**config.mk**
```make
export PLATFORM = sky130hd
export DESIGN_NAME = fraction_reduce_gcd_top
export DESIGN_NICKNAME = d
export VERILOG_FILES = /design/src/hw/rtl/frg_pkg.sv /design/src/hw/rtl/frg_divider.sv /design/src/hw/rtl/fraction_reduce_gcd_top.sv
export SDC_FILE = /design/constraint.sdc
export NUM_CORES = 1
export LEC_CHECK = 0
export BUFFER_PORTS_ARGS = -buffer_cell sky130_fd_sc_hd__clkbuf_2
export CAP_MARGIN = 0
export CORE_ASPECT_RATIO = 0.7
export CORE_MARGIN = 4
export CORE_UTILIZATION = 50
export DETAILED_ROUTE_END_ITERATION = 7
export PLACE_DENSITY = 0.71
export SYNTH_ARGS = -nofsm -noshare
export SYNTH_HDL_FRONTEND = slang
export SYNTH_SLANG_ARGS = --single-unit
```
**constraint.sdc**
```tcl
create_clock -name i_clk -period 5.4 [get_ports i_clk]
set_input_delay 1.35 -clock i_clk [delete_from_list [all_inputs] [get_ports i_clk]]
set_output_delay 1.35 -clock i_clk [all_outputs]
set_load 0.03 [all_outputs]
```
**src/hw/rtl/frg_pkg.sv**
```systemverilog
// Shared types for the fraction reduction block.
// Holds the sequencer state enum; no dependencies.
package frg_pkg;

    typedef enum logic [2:0] {
        ST_IDLE,
        ST_GCD_CHECK,
        ST_GCD_WAIT,
        ST_DIVN_WAIT,
        ST_DIVD_WAIT,
        ST_FINISH
    } t_frg_state;

endpackage

```
**src/hw/rtl/frg_divider.sv**
```systemverilog
// Iterative restoring unsigned divider, one quotient bit per cycle.
// Shared by the gcd loop and the two final divisions; no package use.
module frg_divider #(
    parameter int DATA_WIDTH = 32
) (
    input  logic                  i_clk,
    input  logic                  i_rst_n,
    input  logic                  i_start,
    input  logic [DATA_WIDTH-1:0] i_dividend,
    input  logic [DATA_WIDTH-1:0] i_divisor,
    output logic                  o_done,
    output logic [DATA_WIDTH-1:0] o_quotient,
    output logic [DATA_WIDTH-1:0] o_remainder
);
    localparam int CW = $clog2(DATA_WIDTH + 1);

    logic                  r_busy;
    logic                  r_done;
    logic [CW-1:0]         r_cnt;
    logic [DATA_WIDTH-1:0] r_rem;
    logic [DATA_WIDTH-1:0] r_quo;
    logic [DATA_WIDTH-1:0] r_div;
    logic [DATA_WIDTH:0]   trial;

    // partial remainder stays below the divisor (at most 2^(W-1)), so top bit is free
    assign trial = {r_rem, r_quo[DATA_WIDTH-1]} - {1'b0, r_div};

    always_ff @(posedge i_clk) begin
        if (!i_rst_n) begin
            r_busy <= 1'b0;
            r_done <= 1'b0;
        end else begin
            r_done <= 1'b0;
            if (i_start) begin
                r_busy <= 1'b1;
                r_cnt  <= CW'(DATA_WIDTH);
                r_rem  <= '0;
                r_quo  <= i_dividend;
                r_div  <= i_divisor;
            end else if (r_busy) begin
                if (!trial[DATA_WIDTH]) begin
                    r_rem <= trial[DATA_WIDTH-1:0];
                    r_quo <= {r_quo[DATA_WIDTH-2:0], 1'b1};
                end else begin
                    r_rem <= {r_rem[DATA_WIDTH-2:0], r_quo[DATA_WIDTH-1]};
                    r_quo <= {r_quo[DATA_WIDTH-2:0], 1'b0};
                end
                r_cnt <= r_cnt - CW'(1);
                if (r_cnt == CW'(1)) begin
                    r_busy <= 1'b0;
                    r_done <= 1'b1;
                end
            end
        end
    end

    assign o_done      = r_done;
    assign o_quotient  = r_quo;
    assign o_remainder = r_rem;

endmodule

```
**src/hw/rtl/fraction_reduce_gcd_top.sv**
```systemverilog
// Fraction reduction: Euclid gcd on magnitudes, then both divided by it.
// Every Euclid step and both final divisions run on one bit-serial divider.
// Input stalls while a fraction is in work.
// Both inputs zero: 0/0 with zero_error, skipping gcd and divisions. Synchronous active-low reset.
// Depends on frg_pkg and frg_divider.
module fraction_reduce_gcd_top #(
    parameter int DATA_WIDTH = 32
) (
    input  logic                         i_clk,
    input  logic                         i_rst_n,
    input  logic                         i_in_valid,
    output logic                         o_in_stall,
    input  logic signed [DATA_WIDTH-1:0] i_numerator_in,
    input  logic signed [DATA_WIDTH-1:0] i_denominator_in,
    output logic                         o_out_valid,
    input  logic                         i_out_stall,
    output logic signed [DATA_WIDTH-1:0] o_numerator_out,
    output logic        [DATA_WIDTH-2:0] o_denominator_out,
    output logic                         o_zero_error
);
    import frg_pkg::*;

    t_frg_state r_state, n_state;

    logic [DATA_WIDTH-1:0] r_nm, r_dm, r_a, r_b, r_qn, r_qd;
    logic                  r_nneg, r_dneg, r_err;
    logic                  r_out_valid;
    logic signed [DATA_WIDTH-1:0] r_num_out;
    logic        [DATA_WIDTH-2:0] r_den_out;
    logic                  r_err_out;

    logic [DATA_WIDTH-1:0] in_nm, in_dm;
    logic                  in_zero;
    logic                  div_start, div_done;
    logic [DATA_WIDTH-1:0] div_dividend, div_divisor, div_quo, div_rem;
    logic                  accept_in, load_out;
    logic [DATA_WIDTH-1:0] qn_sat, num_val;
    logic [DATA_WIDTH-2:0] den_val;
    logic                  neg;

    assign in_nm   = i_numerator_in[DATA_WIDTH-1] ? -i_numerator_in : i_numerator_in;
    assign in_dm   = i_denominator_in[DATA_WIDTH-1] ? -i_denominator_in : i_denominator_in;
    assign in_zero = (in_nm == '0) && (in_dm == '0);

    frg_divider #(.DATA_WIDTH(DATA_WIDTH)) u_div (
        .i_clk       (i_clk),
        .i_rst_n     (i_rst_n),
        .i_start     (div_start),
        .i_dividend  (div_dividend),
        .i_divisor   (div_divisor),
        .o_done      (div_done),
        .o_quotient  (div_quo),
        .o_remainder (div_rem)
    );

    // next state
    always_comb begin
        n_state = r_state;
        unique case (r_state)
            ST_IDLE:      if (i_in_valid) n_state = in_zero ? ST_FINISH : ST_GCD_CHECK;
            ST_GCD_CHECK: n_state = (r_b == '0) ? ST_DIVN_WAIT : ST_GCD_WAIT;
            ST_GCD_WAIT:  if (div_done) n_state = ST_GCD_CHECK;
            ST_DIVN_WAIT: if (div_done) n_state = ST_DIVD_WAIT;
            ST_DIVD_WAIT: if (div_done) n_state = ST_FINISH;
            ST_FINISH:    if (!r_out_valid || !i_out_stall) n_state = ST_IDLE;
            default:      n_state = ST_IDLE;
        endcase
    end

    // sequencer outputs
    always_comb begin
        accept_in    = 1'b0;
        load_out     = 1'b0;
        div_start    = 1'b0;
        div_dividend = r_a;
        div_divisor  = r_b;
        unique case (r_state)
            ST_IDLE:      accept_in = i_in_valid;
            ST_GCD_CHECK: begin
                div_start = 1'b1;
                if (r_b == '0) begin
                    // gcd found in r_a: divide numerator magnitude by it
                    div_dividend = r_nm;
                    div_divisor  = r_a;
                end
            end
            ST_DIVN_WAIT: begin
                div_start    = div_done;
                div_dividend = r_dm;
                div_divisor  = r_a;
            end
            ST_FINISH:    load_out = !r_out_valid || !i_out_stall;
            default:      ;
        endcase
    end

    always_ff @(posedge i_clk) begin
        if (!i_rst_n) begin
            r_state <= ST_IDLE;
        end else begin
            r_state <= n_state;
        end
    end

    always_ff @(posedge i_clk) begin
        if (accept_in) begin
            r_nm   <= in_nm;
            r_dm   <= in_dm;
            r_a    <= in_nm;
            r_b    <= in_dm;
            r_nneg <= i_numerator_in[DATA_WIDTH-1];
            r_dneg <= i_denominator_in[DATA_WIDTH-1];
            r_err  <= in_zero;
            r_qn   <= '0;
            r_qd   <= '0;
        end
        if (r_state == ST_GCD_WAIT && div_done) begin
            r_a <= r_b;
            r_b <= div_rem;
        end
        if (r_state == ST_DIVN_WAIT && div_done) begin
            r_qn <= div_quo;
        end
        if (r_state == ST_DIVD_WAIT && div_done) begin
            r_qd <= div_quo;
        end
    end

    // saturate magnitudes to 2^(W-1)-1 and move the sign onto the numerator
    assign qn_sat  = r_qn[DATA_WIDTH-1] ? {1'b0, {(DATA_WIDTH-1){1'b1}}} : r_qn;
    assign den_val = r_qd[DATA_WIDTH-1] ? {(DATA_WIDTH-1){1'b1}} : r_qd[DATA_WIDTH-2:0];
    assign neg     = (r_qn != '0) && ((r_dm == '0) ? r_nneg : (r_nneg ^ r_dneg));
    assign num_val = neg ? -qn_sat : qn_sat;

    always_ff @(posedge i_clk) begin
        if (!i_rst_n) begin
            r_out_valid <= 1'b0;
        end else if (load_out) begin
            r_out_valid <= 1'b1;
        end else if (!i_out_stall) begin
            r_out_valid <= 1'b0;
        end
    end

    always_ff @(posedge i_clk) begin
        if (load_out) begin
            r_num_out <= r_err ? '0 : num_val;
            r_den_out <= r_err ? '0 : den_val;
            r_err_out <= r_err;
        end
    end

    assign o_in_stall        = (r_state != ST_IDLE);
    assign o_out_valid       = r_out_valid;
    assign o_numerator_out   = r_num_out;
    assign o_denominator_out = r_den_out;
    assign o_zero_error      = r_err_out;

endmodule
```
## Word level (Yosys, flattened, before mapping)

Index checks and enable logic that the tools add are counted.

- Flip-flop bits (word level): 367
- Output and inout port bits: 66
- Logic and storage cells: 103

- Add/sub/neg operators: 5
- Equality and inequality tests: 12
- Multiplexer cells: 40
- Bitwise operators: 3
- Reduce and logical (&&, ||, !) cells: 23

Operator list:

| kind | count |
|---|---|
| $mux 32 | 16 |
| $logic_not 32->1 | 4 |
| $pmux 32 s2 | 2 |
| $neg 32->32 | 2 |
| $mux 31 | 2 |
| $sub 33x32->33 | 1 |
| $neg 31->32 | 1 |
| $reduce_bool 32->1 | 1 |
| $mux 3 | 6 |
| $pmux 3 s6 | 1 |
| $mux 1 | 11 |
| $ne 2x1->1 const B | 4 |
| $reduce_bool 2->1 | 4 |
| $eq 3x2->1 const B | 2 |
| $eq 3x3->1 const B | 2 |
| $eq 6x1->1 const B | 1 |
| $mux 6 | 1 |
| $sub 6x1->6 const B | 1 |
| $logic_and 1x1->1 | 5 |
| $reduce_and 5->1 | 1 |
| $ne 2x2->1 const B | 2 |
| $reduce_and 2->1 | 2 |
| $eq 3x1->1 const B | 1 |
| $logic_not 3->1 | 1 |
| 7 further kinds | 9 |

## Depth between registers and ports, before layout

Gate-level depths: netlist (run 1).

- Word-level depth: 7
- Gate-level depth with buffers: 14
- Gate-level depth less buffers: 12

## Hierarchy

From an unflattened synthesis (run 1), not the netlist that was laid out.

- Cells, all modules: 1890
- Area total of the unflattened synthesis: 20515.9 sq um

Modules (own cells, without submodules):

| module | times used | cells an instance | area an instance (sq um) |
|---|---|---|---|
| fraction_reduce_gcd_top | 1 | 1370 | 14572.7 |
| frg_divider | 1 | 520 | 5943.2 |

## Worst setup path before layout (run 1)

OpenSTA, ideal clock, no wires.

- Kind: input -> register
- Start: in i_out_stall
- End: reg r_den_out[0], in the netlist o_denominator_out[0] (enable)
- Library setup time: 507 ps
- Arrival time: 4481 ps
- Slack: 412 ps
- Cell stages on the path: 1
- Path buffers: 0
- Cells stage by stage: a21oi_1

- Word-level cells in the longest chain between the ends: 3

RTL lines:

| element | line | text |
|---|---|---|
| start: declaration | fraction_reduce_gcd_top.sv:16 | `input logic i_out_stall,` |
| $logic_not 1->1 | n/a |  |
| $logic_or 1x1->1 | fraction_reduce_gcd_top.sv:92 | `ST_FINISH: load_out = !r_out_valid \|\| !i_out_stall;` |
| $mux 1 | fraction_reduce_gcd_top.sv:77 | `unique case (r_state)` |
| end signal: assignment | fraction_reduce_gcd_top.sv:148 | `r_den_out <= r_err ? '0 : den_val;` |
| end: declaration | fraction_reduce_gcd_top.sv:29 | `logic [DATA_WIDTH-2:0] r_den_out;` |

No other way between the ends.
A chain may end at the register's enable or synchronous reset.

## Worst setup path in the final report (run 1)

- Start: in i_numerator_in[3]
- End: reg r_err (data pin)

- Word-level cells in the longest chain between the ends: 4

RTL lines:

| element | line | text |
|---|---|---|
| start: declaration | fraction_reduce_gcd_top.sv:13 | `input logic signed [DATA_WIDTH-1:0] i_numerator_in,` |
| $neg 32->32 | fraction_reduce_gcd_top.sv:41 | `assign in_nm = i_numerator_in[DATA_WIDTH-1] ? -i_numerator_in : i_numerator_in;` |
| $mux 32 | fraction_reduce_gcd_top.sv:41 |  |
| named net in_nm[28] | fraction_reduce_gcd_top.sv:32 | `logic [DATA_WIDTH-1:0] in_nm, in_dm;` |
| $logic_not 32->1 | fraction_reduce_gcd_top.sv:43 | `assign in_zero = (in_nm == '0) && (in_dm == '0);` |
| $logic_and 1x1->1 | fraction_reduce_gcd_top.sv:43 |  |
| named net in_zero | fraction_reduce_gcd_top.sv:33 | `logic in_zero;` |
| end signal: assignment | fraction_reduce_gcd_top.sv:113 | `r_err <= in_zero;` |
| end: declaration | fraction_reduce_gcd_top.sv:26 | `logic r_nneg, r_dneg, r_err;` |

The timed path passes the listed nets, and every way through them passes these cells.

==> impl_metrics.json, run 1 <==
{
  "status": "finished clean",
  "start_util_pct": 50.7,
  "power.density_nw_per_um2": 316,
  "setup_viol": 0,
  "cts_setup_buffers": 0,
  "die-area_um2": 42300,
  "fin_area_um2": 22000,
  "drv_slew": 0,
  "synth-edff-count": 361,
  "cts-root-buf": "clkbuf_16",
  "nNetsFinal": 2041,
  "fp.dieW_um": 244,
  "wl_per_cell_um": 21.3,
  "period_minus_slack_ns": 4.72,
  "clock_path_buffers": 3,
  "hold_path.startpoint": "u_div.r_busy$_SDFF_PN0_",
  "synth_cells": 1815,
  "regToRegStartpoint": "u_div.o_quotient[31]$_DFFE_PP_",
  "worstHoldPathType": "register to register",
  "pin_count": 134,
  "ys_ff_latch": 367,
  "wl_mm": 53.1,
  "numCtsBuffers": 37,
  "layout_commonest_cell": "edfxtp_1",
  "antenna_found_initial": 4,
  "fin_util_pct": 57.1,
  "p_seq_share_pct": 50.5,
  "synthArstFlopShare_pct": 0,
  "synth_cell_types": 76,
  "ctsResizeCount": 0,
  "setup_tns_ns": 0,
  "crit_start": "i_numerator_in[3]",
  "synthesis.area_um2": 19500,
  "fmax_mhz": 212,
  "fin_crit_sh_pct": 87.5,
  "setup_ws_ns": 0.675,
  "tritoncts": "done",
  "coreArea_um2": 38400,
  "fp-row-count": 60,
  "cp-end-kind": "register",
  "hold_path_end": "u_div.o_done$_SDFF_PP0_",
  "syn_nets": 1922,
  "clock_power_share_pct": 35.4,
  "postCtsHoldBufs": 0,
  "crit_fanout": 8,
  "switchingPower_mw": 1.83,
  "internal_power_mw": 5.12,
  "grt-ovfl-total": 0,
  "drtPass1Iterations": 6,
  "drc": 0,
  "grt_pass1_wl_mm": 81.1,
  "min_path_cells": 1,
  "clkSinkCount": 367,
  "clk_latency_ns": 0.54,
  "slew_headroom_pct": 17.5,
  "portBuffers": 133,
  "syn2layout_area_growth_pct": 12.6,
  "combinationalPowerShare_pct": 14.1,
  "grt_pass1_vias": 13900,
  "skew_ns": 0.0265,
  "synth_seq_area_share_pct": 56.2,
  "vias": 14800,
  "critPathRequiredTime_ns": 5.75,
  "rsz0062_at_grt": "false",
  "drv_cap": 0,
  "switching_share_pct": 26.3,
  "ys.flop_type": "edfxtp_1",
  "place_congestion": 0.955,
  "final_cell_mix": "edfxtp_1, nor2_1, clkbuf_2, nand2_1, a21oi_1",
  "total_power_mw": 6.94,
  "arrival_ns": 5.07,
  "ir_worst_vdd_v": 0.000211,
  "worst_pin_slew_ns": 1.24,
  "place_area_um2": 20800,
  "drt_iter0_markers": 1522,
  "layout-drive-gt1-share_pct": 14.9,
  "via_per_inst": 5.95,
  "ys_warn_count": 0,
  "fillers": 3333,
  "p_leak_nw": 8.15,
  "grt_usage_pct": 24.4,
  "clkSlewWorstSetupHoldPaths_ns": 0.06,
  "crit_type": "input port to register",
  "antenna_left": 0,
  "worst_setup_path_start_kind": "input port",
  "dp_hpwl_mm": 39.6,
  "r2r-end": "u_div.o_remainder[2]$_SDFFCE_PP0P_",
  "hold_viol": 0,
  "grt_max_degree": 74,
  "h-tree-depth": 2,
  "reg2reg_depth": 13,
  "die_height_um": 173,
  "regToRegSetupSlack_ns": 0.72,
  "pre_cts_slack_ns": 0.333,
  "synth_area_per_cell_um2": 10.7
}
==> kinds of logic after synthesis <==
family,Yosys count,share of synthesized area [%]
AO/OA/AOI/OAI,379,12.0
XOR/XNOR,94,4.26
adder cells (fa/ha/maj),39,2.54
buffers and inverters,178,3.46
flip-flops,367,56.2
multiplexers,84,4.62
AND/OR/NAND/NOR,674,17.0
==> through the flow <==
step / std cells / hold WS (ns)
2_1_floorplan: 1815 / 0.424
3_3_place_gp: 2422 / 0.504
3_5_place_dp: 2422 / 0.501
4_1_cts: 2490 / 0.514
5_1_grt: 2492 / 0.533
6_report: 2492 / 0.513
==> critical path, cell delays in order <==
cell,delay [ns]
clkbuf_2,0.14
or4_1,0.69
nor4_1,0.69
nand3_1,0.28
o21ai_0,0.27
xor2_1,0.30
inv_1,0.13
or4_1,0.49
or4_1,0.50
nor4_2,0.22
==> state kept, by name, summed over array words and instances, names as in the netlist, 3 cells and up <==
signal             count
r_qn                  32
r_qd                  32
u_div.o_quotient      32
r_nm                  32
u_div.r_div           32
r_b                   32
o_denominator_out     31
r_dm                  32
r_state                3
u_div.r_cnt            6
u_div.o_remainder     32
r_a                   32
o_numerator_out       32
==> synthesized netlist by cell type, types with 7 or more instances <==
cell	instances	area share [%]
ha_1	38	2.4
and3_1	41	1.3
nand2_1	131	2.5
nand2b_1	21	0.67
nand4_1	20	0.64
o21ai_0	108	2.8
mux2_2	48	2.8
clkbuf_1	83	1.6
a211oi_1	11	0.42
or3_1	18	0.58
xor2_1	44	2.0
nor4_1	32	1.0
a21o_1	8	0.31
nor3_1	37	0.95
a21oi_1	118	3.0
xnor2_1	49	2.2
or2_2	8	0.26
nor2_1	250	4.8
edfxtp_1	361	56
or4_1	14	0.54
a22oi_1	19	0.73
inv_1	88	1.7
o31ai_1	20	0.77
and2_1	40	1.3
o21a_1	26	1.0
nand3_1	18	0.46
nor2b_1	10	0.32
mux2i_1	36	1.8
o211ai_1	7	0.27
==> metal layers <==
metal | up-vias | global-route usage, % | wire length, um
met3 | 68 | 4.81 | 4480
met1 | 7252 | 37.0 | 24200
met4 | 2 | 5.16 | 946
li1 | 6921 | - | -
met5 | - | 0 | 13
met2 | 577 | 36.9 | 23500
==> power by group through the flow <==
stage               clock [mW]  combinational [mW]  sequential (mW)
floorplan                    0               0.677             3.51
global placement             0               0.944             3.56
detailed placement           0               0.967             3.56
CTS                       2.49               0.971             3.50
global route              2.61                1.09             3.52
finish                    2.46               0.982             3.51
==> worst max-delay path by stage <==
stage,endpoint,slack (ns),cells after the start
2_1_floorplan,o_denominator_out[0]$_SDFFCE_PP0P_,0.41,1
3_3_place_gp,r_err$_DFFE_PP_,0.44,10
3_5_place_dp,r_err$_DFFE_PP_,0.33,10
4_1_cts,u_div.o_remainder[21]$_SDFFCE_PP0P_,0.86,13
5_1_grt,u_div.o_remainder[2]$_SDFFCE_PP0P_,0.50,13
6_report,r_err$_DFFE_PP_,0.68,10
==> layout make-up <==
class,instances,area [um2],share of cell area [%]
Timing Repair Buffer,168,941,4.28
Sequential cell,367,11000,49.9
Inverter,90,338,1.54
Tap cell,527,659,3.00
Clock inverter,19,119,0.541
Multi-Input combinational cell,1270,7930,36.1
Clock buffer,49,1010,4.61
Antenna cell,2,5.00,0.0228
Note: power is estimated with default switching activity, not from simulation.
==> run 2, diff against run 1 <==
- HOLD_SLACK_MARGIN: not set -> 0.03
- PLACE_DENSITY: 0.71 -> 0.72
==> run 2 against run 1 <==
Cell count about the same. Die area unchanged. Core utilization down 0.15 points. Combinational power about the same.
==> impl_metrics.json, run 2 (synthesized netlist as in run 1, its figures left out) <==
{
  "status": "finished clean",
  "arrival_ns": 5.11,
  "setup_viol": 0,
  "reg2reg_depth": 13,
  "switchingPower_mw": 1.81,
  "grt_max_degree": 95,
  "place_congestion": 0.999,
  "setup_tns_ns": 0,
  "cts-root-buf": "clkbuf_16",
  "start_util_pct": 50.7,
  "dp_hpwl_mm": 39.4,
  "cts_setup_buffers": 0,
  "grt_pass1_vias": 14200,
  "critPathSlowestCell": "nor4_1",
  "syn2layout_area_growth_pct": 12.3,
  "die_height_um": 173,
  "ctsResizeCount": 0,
  "drt_iter0_markers": 2024,
  "clk_latency_ns": 0.53,
  "period_minus_slack_ns": 4.66,
  "regToRegStartpoint": "u_div.o_quotient[31]$_DFFE_PP_",
  "slew_headroom_pct": 15.6,
  "wl_mm": 52.9,
  "fin_hold_ws_ns": 0.510,
  "antenna_found_initial": 4,
  "p_seq_share_pct": 51.3,
  "grt_pass1_wl_mm": 81.6,
  "setup_ws_ns": 0.743,
  "place_area_um2": 20800,
  "fp.dieW_um": 244,
  "crit_top_cell": "nand3_1",
  "cp-endpoint": "r_state[2]$_SDFFE_PN0P_",
  "grt-ovfl-total": 0,
  "nNetsFinal": 2041,
  "switching_share_pct": 26.4,
  "combinationalPowerShare_pct": 14.3,
  "hold_viol": 0,
  "clkSlewWorstSetupHoldPaths_ns": 0.06,
  "clock_path_buffers": 3,
  "max_stage_delay_ns": 0.90,
  "clock_power_share_pct": 34.4,
  "cp-end-kind": "register",
  "clkSinkCount": 367,
  "antenna_left": 0,
  "via_per_inst": 5.97,
  "drc": 0,
  "postCtsHoldBufs": 0,
  "drv_cap": 0,
  "multi_input_area_um2": 7930,
  "regToRegSetupSlack_ns": 1.03,
  "fin_crit_sh_pct": 86.2,
  "worst_pin_slew_ns": 1.26,
  "fillers": 3323,
  "skew_ns": 0.0142,
  "r2r-end": "u_div.o_remainder[20]$_SDFFCE_PP0P_",
  "regArea_um2": 11000,
  "fmax_mhz": 215,
  "critPathRequiredTime_ns": 5.85,
  "fin_area_um2": 21900,
  "die-area_um2": 42300,
  "ir_worst_vdd_v": 0.000293,
  "wl_per_cell_um": 21.2,
  "portBuffers": 133,
  "layout-drive-gt1-share_pct": 14.7,
  "p_leak_nw": 8.11,
  "vias": 14900,
  "layout_commonest_cell": "edfxtp_1",
  "tritoncts": "done",
  "crit_start": "i_denominator_in[7]",
  "internal_power_mw": 5.03,
  "pre_cts_slack_ns": 0.412,
  "coreArea_um2": 38400,
  "pin_count": 134,
  "numCtsBuffers": 36,
  "rsz0062_at_grt": "false",
  "crit_fanout": 8,
  "worst_setup_path_start_kind": "input port",
  "grt_usage_pct": 24.5,
  "power.density_nw_per_um2": 312,
  "fp-row-count": 60,
  "drv_slew": 0,
  "path_cells": "clkbuf_2, nor4_1, and4b_1, nand3_1, o31ai_1, xor2_1, nand3_1, or4b_1, or4_1, o22ai_1",
  "final_cell_mix": "edfxtp_1, nor2_1, clkbuf_2, nand2_1, a21oi_1",
  "h-tree-depth": 2,
  "drtPass1Iterations": 6,
  "crit_type": "input port to register",
  "worstHoldPathType": "register to register"
}
==> run 2: routing by layer <==
metal	up-vias	track usage [%]	part of all wire (%)
met5	-	0	0
met4	0	5.45	2.0
met3	87	5.27	9.9
met2	660	37.5	45
met1	7237	36.1	43
li1	6898	-	-
==> run 2: area by class of cell <==
| cell class | count | share of cell area (%) |
|---|---|---|
| clock buffers | 50 | 4.54 |
| repair buffers | 169 | 4.33 |
| clock inverters | 14 | 0.314 |
| multi-input cells | 1270 | 36.2 |
| inverters | 90 | 1.54 |
| diodes | 4 | 0.0457 |
| flip-flops and latches | 367 | 50.0 |
| well taps | 527 | 3.01 |
==> run 2: worst max-delay path, delay by kind of cell <==
family	cells	cell delay, ns
simple gates	6	2.76
compound gates	2	0.51
xor+xnor	1	0.37
buf+inv	1	0.13
==> run 2: through the flow <==
step,util [%],power (mW),std cells
2_1_floorplan,-,4.19,1815
3_3_place_gp,54.2,4.49,2423
3_5_place_dp,54.2,4.53,2423
4_1_cts,57.0,6.84,2487
5_1_grt,57.0,7.10,2491
6_report,57.0,6.84,2491
==> run 2: power groups by stage <==
stage                     registers (mW)  logic, mW  clock network, mW
after floorplan                     3.51      0.677                  0
after global placement              3.56      0.934                  0
after detailed placement            3.56      0.962                  0
after CTS                           3.50      0.968               2.37
after global routing                3.52       1.08               2.49
final                               3.51      0.980               2.35
==> run 2: how the worst min path moves through the flow <==
stage                                 start                      end  depth (start not counted)
global placement    u_div.r_busy$_SDFF_PN0_  u_div.o_done$_SDFF_PP0_                          1
detailed placement  u_div.r_busy$_SDFF_PN0_  u_div.o_done$_SDFF_PP0_                          1
floorplan                   r_err$_DFFE_PP_   o_zero_error$_DFFE_PP_                          0
finish              u_div.r_busy$_SDFF_PN0_  u_div.o_done$_SDFF_PP0_                          1
global route        u_div.r_busy$_SDFF_PN0_  u_div.o_done$_SDFF_PP0_                          1
CTS                 u_div.r_busy$_SDFF_PN0_  u_div.o_done$_SDFF_PP0_                          1
